**src/sv/gfcd_pkg.sv**
```systemverilog
// ----------------------------------------------------------------------------
// gfcd_pkg: shared types and constants for the gated frequency counter
// Beat payload structures, configuration register indexes and the
// seven-segment decoder used by the display scan.
// ----------------------------------------------------------------------------
package gfcd_pkg;

    localparam int CFG_DATA_W = 17;
    localparam int CFG_ADDR_W = 2;

    localparam logic [CFG_ADDR_W-1:0] CFG_GATE_PERIOD  = 2'd0;
    localparam logic [CFG_ADDR_W-1:0] CFG_GATE_REPEATS = 2'd1;
    localparam logic [CFG_ADDR_W-1:0] CFG_DWELL_ITEMS  = 2'd2;

    localparam logic [16:0] GATE_PERIOD_RST  = 17'd62500;
    localparam logic [4:0]  GATE_REPEATS_RST = 5'd5;
    localparam logic [15:0] DWELL_ITEMS_RST  = 16'd120;

    // Largest number of sub-periods in one gate window.
    localparam logic [4:0]  REPEATS_MAX      = 5'd16;
    localparam logic [3:0]  DECADE_MAX       = 4'd9;

    typedef struct packed {
        logic pulse_edge;
        logic timebase_tick;
    } gfcd_in_t;

    typedef struct packed {
        logic [6:0] segments;
        logic [7:0] digit_enable;
        logic       measure_done;
        logic       over_range;
    } gfcd_out_t;

    // Segment a is bit 0. Codes that are not decimal digits stay dark.
    function automatic logic [6:0] seg_decode(input logic [3:0] digit);
        logic [6:0] seg;
        case (digit)
            4'd0:    seg = 7'h3F;
            4'd1:    seg = 7'h06;
            4'd2:    seg = 7'h5B;
            4'd3:    seg = 7'h4F;
            4'd4:    seg = 7'h66;
            4'd5:    seg = 7'h6D;
            4'd6:    seg = 7'h7D;
            4'd7:    seg = 7'h07;
            4'd8:    seg = 7'h7F;
            4'd9:    seg = 7'h6F;
            default: seg = 7'h00;
        endcase
        return seg;
    endfunction

endpackage

```
**src/sv/gfcd_decade_counter.sv**
```systemverilog
// ----------------------------------------------------------------------------
// gfcd_decade_counter: saturating BCD edge counter
// Holds the live decade digits and the overflow flag of the running gate
// window. The value after the current beat's edge is offered combinationally
// so that the caller can latch it on the beat that closes the window.
// ----------------------------------------------------------------------------
module gfcd_decade_counter
    import gfcd_pkg::*;
#(
    parameter int DIGITS = 8
) (
    input  logic                   aclk,
    input  logic                   aresetn,
    input  logic                   step,
    input  logic                   edge_in,
    input  logic                   clear,
    output logic [DIGITS-1:0][3:0] count_digits,
    output logic                   count_overflow
);

    logic [DIGITS-1:0][3:0] live_reg;
    logic                   ovf_reg;
    logic [DIGITS-1:0][3:0] inc_digits;
    logic                   all_nine;

    // Ripple carry: a digit advances when every lower digit is at nine.
    always_comb begin
        logic carry;
        carry = 1'b1;
        for (int k = 0; k < DIGITS; k++) begin
            if (carry) begin
                inc_digits[k] = (live_reg[k] == DECADE_MAX) ? 4'd0 : live_reg[k] + 4'd1;
            end else begin
                inc_digits[k] = live_reg[k];
            end
            carry = carry & (live_reg[k] == DECADE_MAX);
        end
        all_nine = carry;
    end

    always_comb begin
        count_digits   = live_reg;
        count_overflow = ovf_reg;
        if (edge_in) begin
            if (all_nine) begin
                count_overflow = 1'b1;
            end else begin
                count_digits = inc_digits;
            end
        end
    end

    always_ff @(posedge aclk) begin
        if (!aresetn) begin
            live_reg <= '0;
            ovf_reg  <= 1'b0;
        end else if (step) begin
            if (clear) begin
                live_reg <= '0;
                ovf_reg  <= 1'b0;
            end else begin
                live_reg <= count_digits;
                ovf_reg  <= count_overflow;
            end
        end
    end

endmodule

```
**src/sv/gated_frequency_counter_display.sv**
```systemverilog
// ----------------------------------------------------------------------------
// gated_frequency_counter_display: gated frequency counter with display scan
// Counts measured edges in decade digits over a timebase gate window and
// drives a multiplexed seven-segment display from the latched count.
// ----------------------------------------------------------------------------
// Usage:
//   The s_ channel takes one beat per clock of the measured system: a flag
//   for a rising edge of the measured signal and a flag for a timebase tick.
//   Every accepted beat yields exactly one m_ beat carrying the segment
//   pattern and one-hot enable of the scanned digit, a measure_done strobe
//   on the beat that closes a gate window, and the latched over_range flag.
//   The result of a beat is registered and valid on m_ in the cycle after
//   it is accepted. Throughput is one beat per cycle while the receiver
//   accepts; the counters update in a single pass of logic between the
//   input handshake and the output register.
//   When the receiver stalls, the output register holds its beat and s_ready
//   stays high only while that register is empty or being emptied.
//   Reset (aresetn low, synchronous) clears all counts, the displayed digits
//   and flags, and loads the registers with their defaults. The cfg_ port
//   writes gate_period, gate_repeats and dwell_items; write only while idle.
// ----------------------------------------------------------------------------
module gated_frequency_counter_display
    import gfcd_pkg::*;
#(
    parameter int DIGITS = 8
) (
    input  logic                  aclk,
    input  logic                  aresetn,
    input  logic                  cfg_we,
    input  logic [CFG_ADDR_W-1:0] cfg_addr,
    input  logic [CFG_DATA_W-1:0] cfg_wdata,
    input  logic                  s_valid,
    output logic                  s_ready,
    input  gfcd_in_t              s_data,
    output logic                  m_valid,
    input  logic                  m_ready,
    output gfcd_out_t             m_data
);

    localparam int IDX_W = (DIGITS > 1) ? $clog2(DIGITS) : 1;
    localparam logic [IDX_W:0] DIGITS_N = (IDX_W + 1)'(DIGITS);

    logic [16:0] gate_period_reg;
    logic [4:0]  gate_repeats_reg;
    logic [15:0] dwell_items_reg;

    logic [16:0]      tick_reg,  tick_next;
    logic [3:0]       sub_reg,   sub_next;
    logic [15:0]      dwell_reg, dwell_next;
    logic [IDX_W-1:0] scan_reg,  scan_next;

    logic [DIGITS-1:0][3:0] shown_reg, shown_next;
    logic                   shown_ovf_reg, shown_ovf_next;

    logic      m_valid_reg;
    gfcd_out_t m_data_reg, m_data_next;

    logic                   accept;
    logic                   window_close;
    logic [DIGITS-1:0][3:0] count_digits;
    logic                   count_overflow;

    logic [16:0] period_eff;
    logic [4:0]  repeats_eff;
    logic [15:0] dwell_eff;

    assign s_ready = !m_valid_reg || m_ready;
    assign accept  = s_valid && s_ready;
    assign m_valid = m_valid_reg;
    assign m_data  = m_data_reg;

    always_ff @(posedge aclk) begin
        if (!aresetn) begin
            gate_period_reg  <= GATE_PERIOD_RST;
            gate_repeats_reg <= GATE_REPEATS_RST;
            dwell_items_reg  <= DWELL_ITEMS_RST;
        end else if (cfg_we) begin
            unique case (cfg_addr)
                CFG_GATE_PERIOD:  gate_period_reg  <= cfg_wdata;
                CFG_GATE_REPEATS: gate_repeats_reg <= cfg_wdata[4:0];
                CFG_DWELL_ITEMS:  dwell_items_reg  <= cfg_wdata[15:0];
                default: ;
            endcase
        end
    end

    // A zero register acts as one; more than sixteen repeats act as sixteen.
    always_comb begin
        period_eff  = (gate_period_reg == '0) ? 17'd1 : gate_period_reg;
        dwell_eff   = (dwell_items_reg == '0) ? 16'd1 : dwell_items_reg;
        if (gate_repeats_reg == '0) begin
            repeats_eff = 5'd1;
        end else if (gate_repeats_reg > REPEATS_MAX) begin
            repeats_eff = REPEATS_MAX;
        end else begin
            repeats_eff = gate_repeats_reg;
        end
    end

    gfcd_decade_counter #(
        .DIGITS (DIGITS)
    ) u_counter (
        .aclk           (aclk),
        .aresetn        (aresetn),
        .step           (accept),
        .edge_in        (s_data.pulse_edge),
        .clear          (window_close),
        .count_digits   (count_digits),
        .count_overflow (count_overflow)
    );

    // Gate timing: ticks build sub-periods, sub-periods build the window.
    always_comb begin
        tick_next      = tick_reg;
        sub_next       = sub_reg;
        window_close   = 1'b0;
        shown_next     = shown_reg;
        shown_ovf_next = shown_ovf_reg;
        if (s_data.timebase_tick) begin
            if ({1'b0, tick_reg} + 18'd1 >= {1'b0, period_eff}) begin
                tick_next = '0;
                if ({1'b0, sub_reg} + 5'd1 >= repeats_eff) begin
                    sub_next       = '0;
                    window_close   = 1'b1;
                    shown_next     = count_digits;
                    shown_ovf_next = count_overflow;
                end else begin
                    sub_next = sub_reg + 4'd1;
                end
            end else begin
                tick_next = tick_reg + 17'd1;
            end
        end
    end

    // Display scan.
    always_comb begin
        dwell_next = dwell_reg;
        scan_next  = scan_reg;
        if ({1'b0, dwell_reg} + 17'd1 >= {1'b0, dwell_eff}) begin
            dwell_next = '0;
            if ({1'b0, scan_reg} + (IDX_W + 1)'(1) >= DIGITS_N) begin
                scan_next = '0;
            end else begin
                scan_next = scan_reg + IDX_W'(1);
            end
        end else begin
            dwell_next = dwell_reg + 16'd1;
        end
    end

    always_comb begin
        m_data_next.segments     = seg_decode(shown_next[scan_next]);
        m_data_next.digit_enable = '0;
        if (int'(scan_next) < 8) begin
            m_data_next.digit_enable = 8'd1 << scan_next;
        end
        m_data_next.measure_done = window_close;
        m_data_next.over_range   = shown_ovf_next;
    end

    always_ff @(posedge aclk) begin
        if (!aresetn) begin
            tick_reg      <= '0;
            sub_reg       <= '0;
            dwell_reg     <= '0;
            scan_reg      <= '0;
            shown_reg     <= '0;
            shown_ovf_reg <= 1'b0;
            m_valid_reg   <= 1'b0;
        end else begin
            if (accept) begin
                tick_reg      <= tick_next;
                sub_reg       <= sub_next;
                dwell_reg     <= dwell_next;
                scan_reg      <= scan_next;
                shown_reg     <= shown_next;
                shown_ovf_reg <= shown_ovf_next;
                m_valid_reg   <= 1'b1;
            end else if (m_ready) begin
                m_valid_reg <= 1'b0;
            end
        end
    end

    always_ff @(posedge aclk) begin
        if (accept) begin
            m_data_reg <= m_data_next;
        end
    end

endmodule
```
**config.mk**
```make
export PLATFORM = sky130hd
export DESIGN_NAME = gated_frequency_counter_display
export DESIGN_NICKNAME = d
export VERILOG_FILES = /design/src/sv/gfcd_pkg.sv /design/src/sv/gfcd_decade_counter.sv /design/src/sv/gated_frequency_counter_display.sv
export SDC_FILE = /design/constraint.sdc
export NUM_CORES = 1
export LEC_CHECK = 0
export ABC_AREA = 1
export ABC_CLOCK_PERIOD_IN_PS = 4800
export BUFFER_PORTS_ARGS = -buffer_cell sky130_fd_sc_hd__clkbuf_2
export CAP_MARGIN = 5
export CORE_MARGIN = 5
export CORE_UTILIZATION = 40
export DETAILED_ROUTE_END_ITERATION = 8
export PLACE_DENSITY = 0.55
export SLEW_MARGIN = 40
export SYNTH_ARGS = -nofsm -noshare
export SYNTH_HDL_FRONTEND = slang
export SYNTH_HIERARCHICAL = 1
export SYNTH_SLANG_ARGS = --single-unit
```
**constraint.sdc**
```tcl
create_clock -name aclk -period 4.8 [get_ports aclk]
set_input_delay 0.96 -clock aclk [delete_from_list [all_inputs] [get_ports aclk]]
set_output_delay 0.96 -clock aclk [all_outputs]
set_load 0.01 [all_outputs]
```
==> metrics.txt, run 1 <==
post-route setup TNS 0 ps; Hold Crit Endpoint u_counter/live_reg[31]; CTS Buf Count 17; crit path max-delay cell type dfxtp_1; Clock Tree Root clkbuf_16; Die Ht around 170 um; Clock Power Share 0.410; vias in the first global route between 8,000 and 9,000; Relative slew margins 0.569; Pwr Total around 3200 uW; synth top area cells dfxtp_1 28%, nand2_1 16%, inv_1 7.0%; DRT iter0 DRCs ~630; sequential area share after synthesis 0.330; most frequent cells in the layout 433 x nand2_1, 192 x inv_1, 145 x dfxtp_1; Final setup viols 0; Hold Crit Start u_counter/live_reg[31]; Clock Skew around 18 ps; commonest non-fill, non-tap cell in the layout nand2_1; drt wl/cell approximately 14 um; initial antenna violation count 0; Fmax achieved between 0.2 and 0.25 GHz; first-pass GRT wire length 43,300 um; Core Util, Final 0.456; flop-to-flop setup slack approximately 360 ps; slowest cell delay on critical path around 360 ps; Initial Util 0.408; WP buf/inv 3; Tcrit/Tclk final 0.924; Max Transition Viols Final 0; Crit. Startpoint dwell_reg[0]; largest net degree at the start of global routing ~60; Skew-Pair Late Insertion Delay 430 ps; WL final ~27,000 um; Crit Path Max Fanout 7; Peak VDD IR 183 uV; Post-Layout Cell Count approximately 1,900; post-synth net total 1,612; Post-synth EDFFs 17; R2R Path End m_data[13]; CTS H-tree depth 4; critical path's top delay family simple AND/OR/NAND/NOR gates; Boundary Pins between 40 and 50; Die ar. a little under 0.03 mm^2; Psw around 940 uW; GPL Wtd Cong about 0.85; Reg power frac 0.453; hold slack 471 ps; Crit Reg-Reg Startpoint dwell_reg[0]; Synth area leader dfxtp_1; Crit path required time around 5000 ps; Critical Path Sink Type flip-flop; Netlist cell types 55; post-synth top area share 0.281; Final Hold Viols 0; CP most frequent cell nand2_1; Static Leakage between 0.005 and 0.006 uW; nets around 1,600; placed insts about 1,900; global route overflow 0; worst-margin pin slew roughly 640 ps; crit path DAT 4620 ps; Power Internal 2240 uW; core area 0.0253 mm^2; async set-or-reset flop fraction in the synthesized netlist 0; antenna cells 0; Ys Warns 6; Total Routing Usage GR 0.181; post-synthesis register bit count around 160; # rows 58; combinational share of power 0.137; Final min period between 4000 and 5000 ps; sw frac 0.296; Synth Instances between 1,500 and 2,000; Horiz. Die Dim 171 um; Min-Delay Path Class flip-flop to flip-flop; port buffer count 44; Setup crit start kind flip-flop; critical setup path kind flip-flop to flip-flop; CTS clk-pin slew, worst paths 80 ps; Vias between 9,000 and 10,000; Routed Antenna Nets 0; FF+latch area around 0.0034 mm^2; # fillers about 2,600; drc violations 0; CTS tree yes; Mapped Area 0.0103 mm^2; drt pass-1 iters 6; status complete, no violations; Cells on Worst Hold Path 2; Max-Cap Viols 0; predominant post-synthesis flop cell dfxtp_1; Avg Cell Area, Syn just under 7 um^2; clk sink count 162; Layout area overhead 11.6%; power density over the cells around 280 mW/mm^2; Worst Reg-to-Reg Cells 31; Longest Clk Path Bufs 2; Via density 4.95; share of cells above drive strength 1 0.124; area of the multi-input gates a little under 0.006 mm^2; DP HPWL between 15,000 and 20,000 um
[metal layers]
metal  GRT usage  part of all wire  up-vias
li1            -                 -     5074
met1       0.273              0.52     4254
met2       0.279              0.44      141
met3      0.0238             0.032       11
met4      0.0365            0.0070        0
met5           0                 0        -
[timing repair]
action | CTS | global route
endpoints found under the setup margin | 0 | 6
gates resized for setup | 0 | 18
hold buffers | 0 | 0
buffers inserted | 0 | 8
[logic make-up after synthesis]
group | Yosys count | synth area share
AOI/OAI and AO/OA | 296 | 0.163
adders and majority gates | 48 | 0.0581
DFF | 162 | 0.330
buffers and inverters | 266 | 0.103
xor gates and xnor gates | 30 | 0.0254
and+or+nand+nor | 736 | 0.321
[worst max path at each step]
stage | endpoint | slack [ps] | depth (start not counted)
final | m_data[13] | 360 | 31
after global routing | m_data[13] | -30 | 31
after CTS | m_data[13] | 210 | 31
after detailed placement | m_data[13] | 220 | 31
after global placement | m_data[13] | 360 | 31
after floorplan | m_data[13] | 790 | 31
[cells in the mapped netlist (3+ instances only)]
library cell / n
nand2_1: 438
inv_1: 194
dfxtp_1: 145
a21oi_1: 124
o21ai_0: 107
nor2_1: 103
nand3_1: 83
ha_1: 48
clkbuf_1: 39
nand4_1: 30
o211ai_1: 24
xor2_1: 22
nand2_2: 18
a211oi_1: 17
edfxtp_1: 17
nor2_2: 16
inv_2: 10
nor3_1: 10
buf_2: 8
xnor2_1: 8
nand3_2: 7
nand3b_1: 6
and2_1: 5
buf_6: 5
o21a_1: 5
nand2_4: 4
buf_4: 3
nand3_4: 3
nor2_8: 3
[cell type report]
class	count	area share
multi-input combinational	1110	0.514
inverter	207	0.0681
sequential	162	0.296
clock inverter	14	0.0111
tap	330	0.0358
clock buffer	18	0.0372
timing repair buffer	73	0.0379
[power by group through the flow]
stage          clock (uW)  combinational (uW)  sequential [uW]
2_1_floorplan           0                 284             1480
3_3_place_gp            0                 419             1470
3_5_place_dp            0                 421             1470
4_1_cts              1340                 423             1440
5_1_grt              1380                 496             1450
6_report             1310                 438             1440
[per-stage QoR]
step | worst slack, ps | area, um^2
4_1_cts | 206 | 11400
3_5_place_dp | 221 | 10900
5_1_grt | -30.3 | 11500
2_1_floorplan | 792 | 10300
3_3_place_gp | 357 | 10900
6_report | 364 | 11500
[worst min-delay path, stage by stage, from the launching register on]
cell and delay, ps:
dfxtp_1 310, nand2_1 60, a21oi_1 60
Note: power is estimated with default switching activity, not from simulation.
==> run 2: changes to the inputs <==
--- a/config.mk
+++ b/config.mk
@@ -13,6 +13,7 @@
 export CORE_UTILIZATION = 40
 export DETAILED_ROUTE_END_ITERATION = 8
 export PLACE_DENSITY = 0.55
+export RECOVER_POWER = 50
 export SLEW_MARGIN = 40
 export SYNTH_ARGS = -nofsm -noshare
 export SYNTH_HDL_FRONTEND = slang
==> metrics.txt, run 2 (same netlist as run 1, synthesis figures left out) <==
status finished with violations; failing checks capacitance limit, slew limit; Tcrit/Tclk final 0.929 (+0.00464); commonest non-fill, non-tap cell in the layout nand2_1; CTS tree yes; worst-margin pin slew 2490 ps (+1850 ps); Routed Antenna Nets 0 (unchanged); Die ar. 0.0292 mm^2 (unchanged); Final min period 4460 ps (+22.3 ps); Clock Tree Root clkbuf_16; Crit Path Max Fanout 7 (unchanged); Critical Path Sink Type flip-flop; Crit path required time 4990 ps (about the same); CP most frequent cell nand2_1; Final Hold Viols 0 (unchanged); crit path DAT 4650 ps (+30 ps); first-pass GRT wire length 43,300 um (unchanged); Layout area overhead 11.2%; drt wl/cell 13.9 um (about the same); largest net degree at the start of global routing 59 (unchanged); Reg power frac 0.454 (about the same); antenna cells 0 (unchanged); CTS H-tree depth 4 (unchanged); initial antenna violation count 0 (unchanged); Vias 9,513 (+0.35%); core area 0.0253 mm^2 (unchanged); Total Routing Usage GR 0.181 (unchanged); Max Transition Viols Final 137 (+137); DP Worst Slack 221 ps (unchanged); worst setup margin 342 ps (-22.3 ps); Longest Clk Path Bufs 2 (unchanged); nets 1,645 (unchanged); drt pass-1 iters 5 (-1); Min-Delay Path Class flip-flop to flip-flop; Fmax achieved 0.224 GHz (-0.50%); port buffer count 44 (unchanged); Via density 4.97 (+0.35%); Clock Skew 19.5 ps (+1.51 ps); CTS clk-pin slew, worst paths 80 ps (about the same); crit path max-delay cell type dfxtp_1; Max-Cap Viols 3 (+3); placed insts 1,874 (unchanged); drc violations 0 (unchanged); CTS Buf Count 17 (unchanged); Pwr Total 3180 uW (-0.15%); Skew-Pair Late Insertion Delay 430 ps (about the same); Clock Power Share 0.410 (about the same); Die Ht 171 um (unchanged); global route overflow 0 (unchanged); combinational share of power 0.136 (about the same); Setup crit start kind flip-flop; Static Leakage 0.00513 uW (-1.4%); CTS Hold Bufs 0 (unchanged); hold slack 471 ps (-0.00100 ps); slowest cell delay on critical path 360 ps (about the same); Relative slew margins -0.657 (-1.23); Peak VDD IR 184 uV (+0.45%); vias in the first global route 8,406 (unchanged); share of cells above drive strength 1 0.109 (-0.0152); clk sink count 162 (unchanged); GPL Wtd Cong 0.847 (unchanged); post-route setup TNS 0 ps (unchanged); DP HPWL 19,500 um (unchanged); # rows 58 (unchanged); Boundary Pins 45 (unchanged); sw frac 0.297 (about the same); Power Internal 2240 uW (-0.18%); DRT iter0 DRCs 647 (+2.2%); Initial Util 0.408 (unchanged); Psw 944 uW (about the same); most frequent cells in the layout 433 x nand2_1, 192 x inv_1, 145 x dfxtp_1; power density over the cells 277 mW/mm^2 (+0.20%); Final setup viols 0 (unchanged); Post-Layout Cell Count 1,914 (unchanged); critical setup path kind flip-flop to flip-flop; # fillers 2,614 (+0.31%); Horiz. Die Dim 171 um (unchanged); WL final 26,700 um (about the same)
[run 2: cell count changes in the layout (fill, tap and decap cells not counted), sizes merged]
cell | previous run | this run
buf | 29 | 25
clkbuf | 62 | 66
[run 2: final timing paths]
path / start / to / slack (ps) / cells past startpoint
worst max-delay path: dwell_reg[0] / m_data[13] / 340 / 31
worst max register to register: dwell_reg[0] / m_data[13] / 340 / 31
worst min register to register: u_counter/live_reg[31] / u_counter/live_reg[31] / 470 / 2
worst min-delay path: u_counter/live_reg[31] / u_counter/live_reg[31] / 470 / 2
[run 2: repair_timing]
action / CTS / global route
setup buffers: 0 / 8
setup endpoints to repair: 0 / 6
gates resized for setup: 0 / 18
[run 2: layout make-up]
type / count / area, um^2 / share of cell area
sequential: 162 / 3410 / 0.297
inverter: 207 / 786 / 0.0683
multi-input combinational: 1110 / 5940 / 0.516
clock inverter: 14 / 128 / 0.0111
clock buffer: 18 / 429 / 0.0373
timing repair buffer: 73 / 398 / 0.0346
tap: 330 / 413 / 0.0359
[run 2: power groups by stage]
| stage | clock network, uW | logic (uW) | registers (uW) |
|---|---|---|---|
| after detailed placement | 0 | 421 | 1470 |
| after floorplan | 0 | 284 | 1480 |
| after global placement | 0 | 419 | 1470 |
| after CTS | 1340 | 423 | 1440 |
| final | 1310 | 434 | 1440 |
| after global routing | 1380 | 491 | 1450 |
[run 2: worst max-delay path, delay by kind of cell (launching register included)]
kind | cells | cell delay, ps
xor gates and xnor gates | 1 | 160
adders and majority gates | 3 | 800
buffers and inverters | 2 | 160
DFF | 1 | 360
and+or+nand+nor | 25 | 2760
[run 2: metrics by stage]
step | area, um^2 | util
after detailed placement | 10900 | 0.429
after floorplan | 10300 | -
after CTS | 11400 | 0.450
final | 11500 | 0.454
after global placement | 10900 | 0.428
after global routing | 11500 | 0.454
[run 2: per-layer routing]
metal,vias up,global-route usage,part of all wire
met5,-,0,0
met4,0,0.0365,0.0072
met3,12,0.0238,0.034
met2,148,0.279,0.44
met1,4284,0.273,0.52
li1,5069,-,-
==> run 3: changes to the inputs <==
--- a/config.mk
+++ b/config.mk
@@ -6,14 +6,15 @@
 export NUM_CORES = 1
 export LEC_CHECK = 0
 export ABC_AREA = 1
-export ABC_CLOCK_PERIOD_IN_PS = 4800
+export ABC_CLOCK_PERIOD_IN_PS = 3750
 export BUFFER_PORTS_ARGS = -buffer_cell sky130_fd_sc_hd__clkbuf_2
 export CAP_MARGIN = 5
 export CORE_MARGIN = 5
 export CORE_UTILIZATION = 40
 export DETAILED_ROUTE_END_ITERATION = 8
-export PLACE_DENSITY = 0.55
+export PLACE_DENSITY = 0.57
 export RECOVER_POWER = 50
+export REMOVE_ABC_BUFFERS = 1
 export SLEW_MARGIN = 40
 export SYNTH_ARGS = -nofsm -noshare
 export SYNTH_HDL_FRONTEND = slang
==> constraint.sdc (replaced) <==
create_clock -name aclk -period 3.75 [get_ports aclk]
set_input_delay 0.75 -clock aclk [delete_from_list [all_inputs] [get_ports aclk]]
set_output_delay 0.75 -clock aclk [all_outputs]
set_load 0.01 [all_outputs]
==> metrics.txt, run 3 (same netlist as run 1, synthesis figures left out) <==
Boundary Pins 45 (unchanged); critical setup path kind flip-flop to flip-flop; antenna cells 0 (unchanged); Critical Path Sink Type flip-flop; Worst Reg-to-Reg Cells 34 (+9.7%); Clock Power Share 0.417 (+0.007); GPL Wtd Cong 0.859 (+1.4%); drt pass-1 iters 5 (unchanged); drt wl/cell 14.2 um (+2.0%); WL final 29,000 um (+8.7%); Hold Crit Start u_counter/live_reg[10]; Hold Crit Endpoint u_counter/live_reg[10]; Total Routing Usage GR 0.192 (+0.0110); Horiz. Die Dim 171 um (unchanged); crit path DAT 4270 ps (-380 ps); Clock Skew 12.0 ps (-7.53 ps); CP most frequent cell nand2_1; failing checks capacitance limit, slew limit, setup timing; Static Leakage 0.00596 uW (+16%); # fillers 2,446 (-6.4%); Die Ht 171 um (unchanged); Clock Tree Root clkbuf_16; R2R Path End m_data[14]; Psw 1230 uW (+30%); Post-Layout Cell Count 2,039 (+6.5%); sw frac 0.281 (-0.0153); initial antenna violation count 0 (unchanged); worst setup margin -335 ps (-677 ps); largest net degree at the start of global routing 58 (-1.7%); Min-Delay Path Class flip-flop to flip-flop; first-pass GRT wire length 46,100 um (+6.5%); CTS tree yes; Fmax achieved 0.245 GHz (+9.1%); Max-Cap Viols 2 (-1); Vias 10,200 (+7.1%); port buffer count 44 (unchanged); Peak VDD IR 322 uV (+75%); unrepaired setup endpoints after global routing true; Pwr Total 4370 uW (+37%); Die ar. 0.0292 mm^2 (unchanged); Initial Util 0.408 (unchanged); global route overflow 0 (unchanged); CTS Hold Bufs 0 (unchanged); CTS clk-pin slew, worst paths 70 ps (about the same); flop-to-flop setup slack -340 ps (-680 ps); power density over the cells 331 mW/mm^2 (+20%); Max Transition Viols Final 95 (-31%); Power Internal 3140 uW (+40%); Relative slew margins -0.590 (+0.0668); Reg power frac 0.424 (-0.030); Final min period 4090 ps (-373 ps); # rows 58 (unchanged); status finished with violations; Final Hold Viols 0 (unchanged); Crit Path Max Fanout 6 (-1); CTS Buf Count 17 (unchanged); Layout area overhead 27.5%; drc violations 0 (unchanged); Routed Antenna Nets 0 (unchanged); Crit path required time 3940 ps (-1050 ps); share of cells above drive strength 1 0.221 (+0.111); combinational share of power 0.160 (+0.024); nets 1,770 (+7.6%); CTS H-tree depth 4 (unchanged); Final setup viols 7 (+7); placed insts 1,972 (+5.2%); DRT iter0 DRCs 867 (+34%); Longest Clk Path Bufs 2 (unchanged); Skew-Pair Late Insertion Delay 440 ps (about the same); Cells on Worst Hold Path 2 (unchanged); slowest cell delay on critical path 350 ps (about the same); worst-margin pin slew 2390 ps (-100 ps); Via density 5.00 (+0.56%); Setup crit start kind flip-flop; Tcrit/Tclk final 1.09 (+0.161); DP HPWL 20,100 um (+3.2%); core area 0.0253 mm^2 (unchanged); clk sink count 162 (unchanged); Core Util, Final 0.521 (+0.0667); Crit Reg-Reg Startpoint dwell_reg[1]; most frequent cells in the layout 419 x nand2_1, 184 x inv_1, 140 x dfxtp_1; crit path max-delay cell type dfxtp_2; vias in the first global route 9,271 (+10%); commonest non-fill, non-tap cell in the layout nand2_1
==> run 3: cell count changes in the layout (fill, tap and decap cells not counted), sizes merged <==
cell / change
buf: +121
clkbuf: +5
inv: -3
bufinv: +2
clkinvlp: -2
clkinv: +1
nand2: +1
==> run 3: worst max-delay path by stage <==
stage                       from               endpoint  slack [ps]  cells after the start
finish              dwell_reg[1]             m_data[14]        -340                     34
global placement    dwell_reg[0]             m_data[14]        -640                     31
CTS                 dwell_reg[0]             m_data[14]        -420                     31
floorplan                m_ready  u_counter/live_reg[0]        -700                      8
global route        dwell_reg[1]             m_data[15]        -590                     36
detailed placement  dwell_reg[0]             m_data[14]        -670                     31
==> run 3: what timing repair did <==
item,CTS,global route
endpoints found under the setup margin,7,59
gates cloned,0,5
buffers inserted,11,21
pin swaps,18,68
resized for setup,48,96
==> run 3: final cells by class <==
type | count | area, um^2 | share of cell area
inverter | 207 | 787 | 0.0597
multi-input combinational | 1111 | 6430 | 0.487
sequential | 162 | 3420 | 0.259
tap | 330 | 413 | 0.0313
timing repair buffer | 197 | 1540 | 0.116
clock inverter | 12 | 128 | 0.00967
clock buffer | 20 | 478 | 0.0362
==> run 3: power by group through the flow <==
stage               registers, uW  clock network [uW]  logic [uW]
finish                       1850                1820         697
global route                 1860                1940         776
CTS                          1850                1850         626
detailed placement           1890                   0         584
global placement             1890                   0         579
floorplan                    1890                   0         332
==> run 3: stage by stage <==
step           hold WS [ps]  setup slack, ps  area, um^2  setup TNS, ps
3_5_place_dp            456             -675       11600          -4130
4_1_cts                 466             -415       12500          -2470
5_1_grt                 482             -589       13200          -4040
6_report                464             -335       13200          -2040
2_1_floorplan           437             -705       10100         -24400
3_3_place_gp            452             -639       11600          -3880
==> run 3: critical path: cells and delay by family (launching register included) <==
kind | cells | cell delay, ps
DFF | 1 | 350
and+or+nand+nor | 21 | 1810
AOI/OAI and AO/OA | 3 | 470
buffers and inverters | 7 | 680
adders and majority gates | 3 | 520
==> run 3: metal layers <==
metal,vias up,global-route usage,part of all wire
met1,4647,0.274,0.48
met2,182,0.307,0.46
li1,5327,-,-
met3,35,0.0319,0.043
met4,0,0.0427,0.014
met5,-,0,0
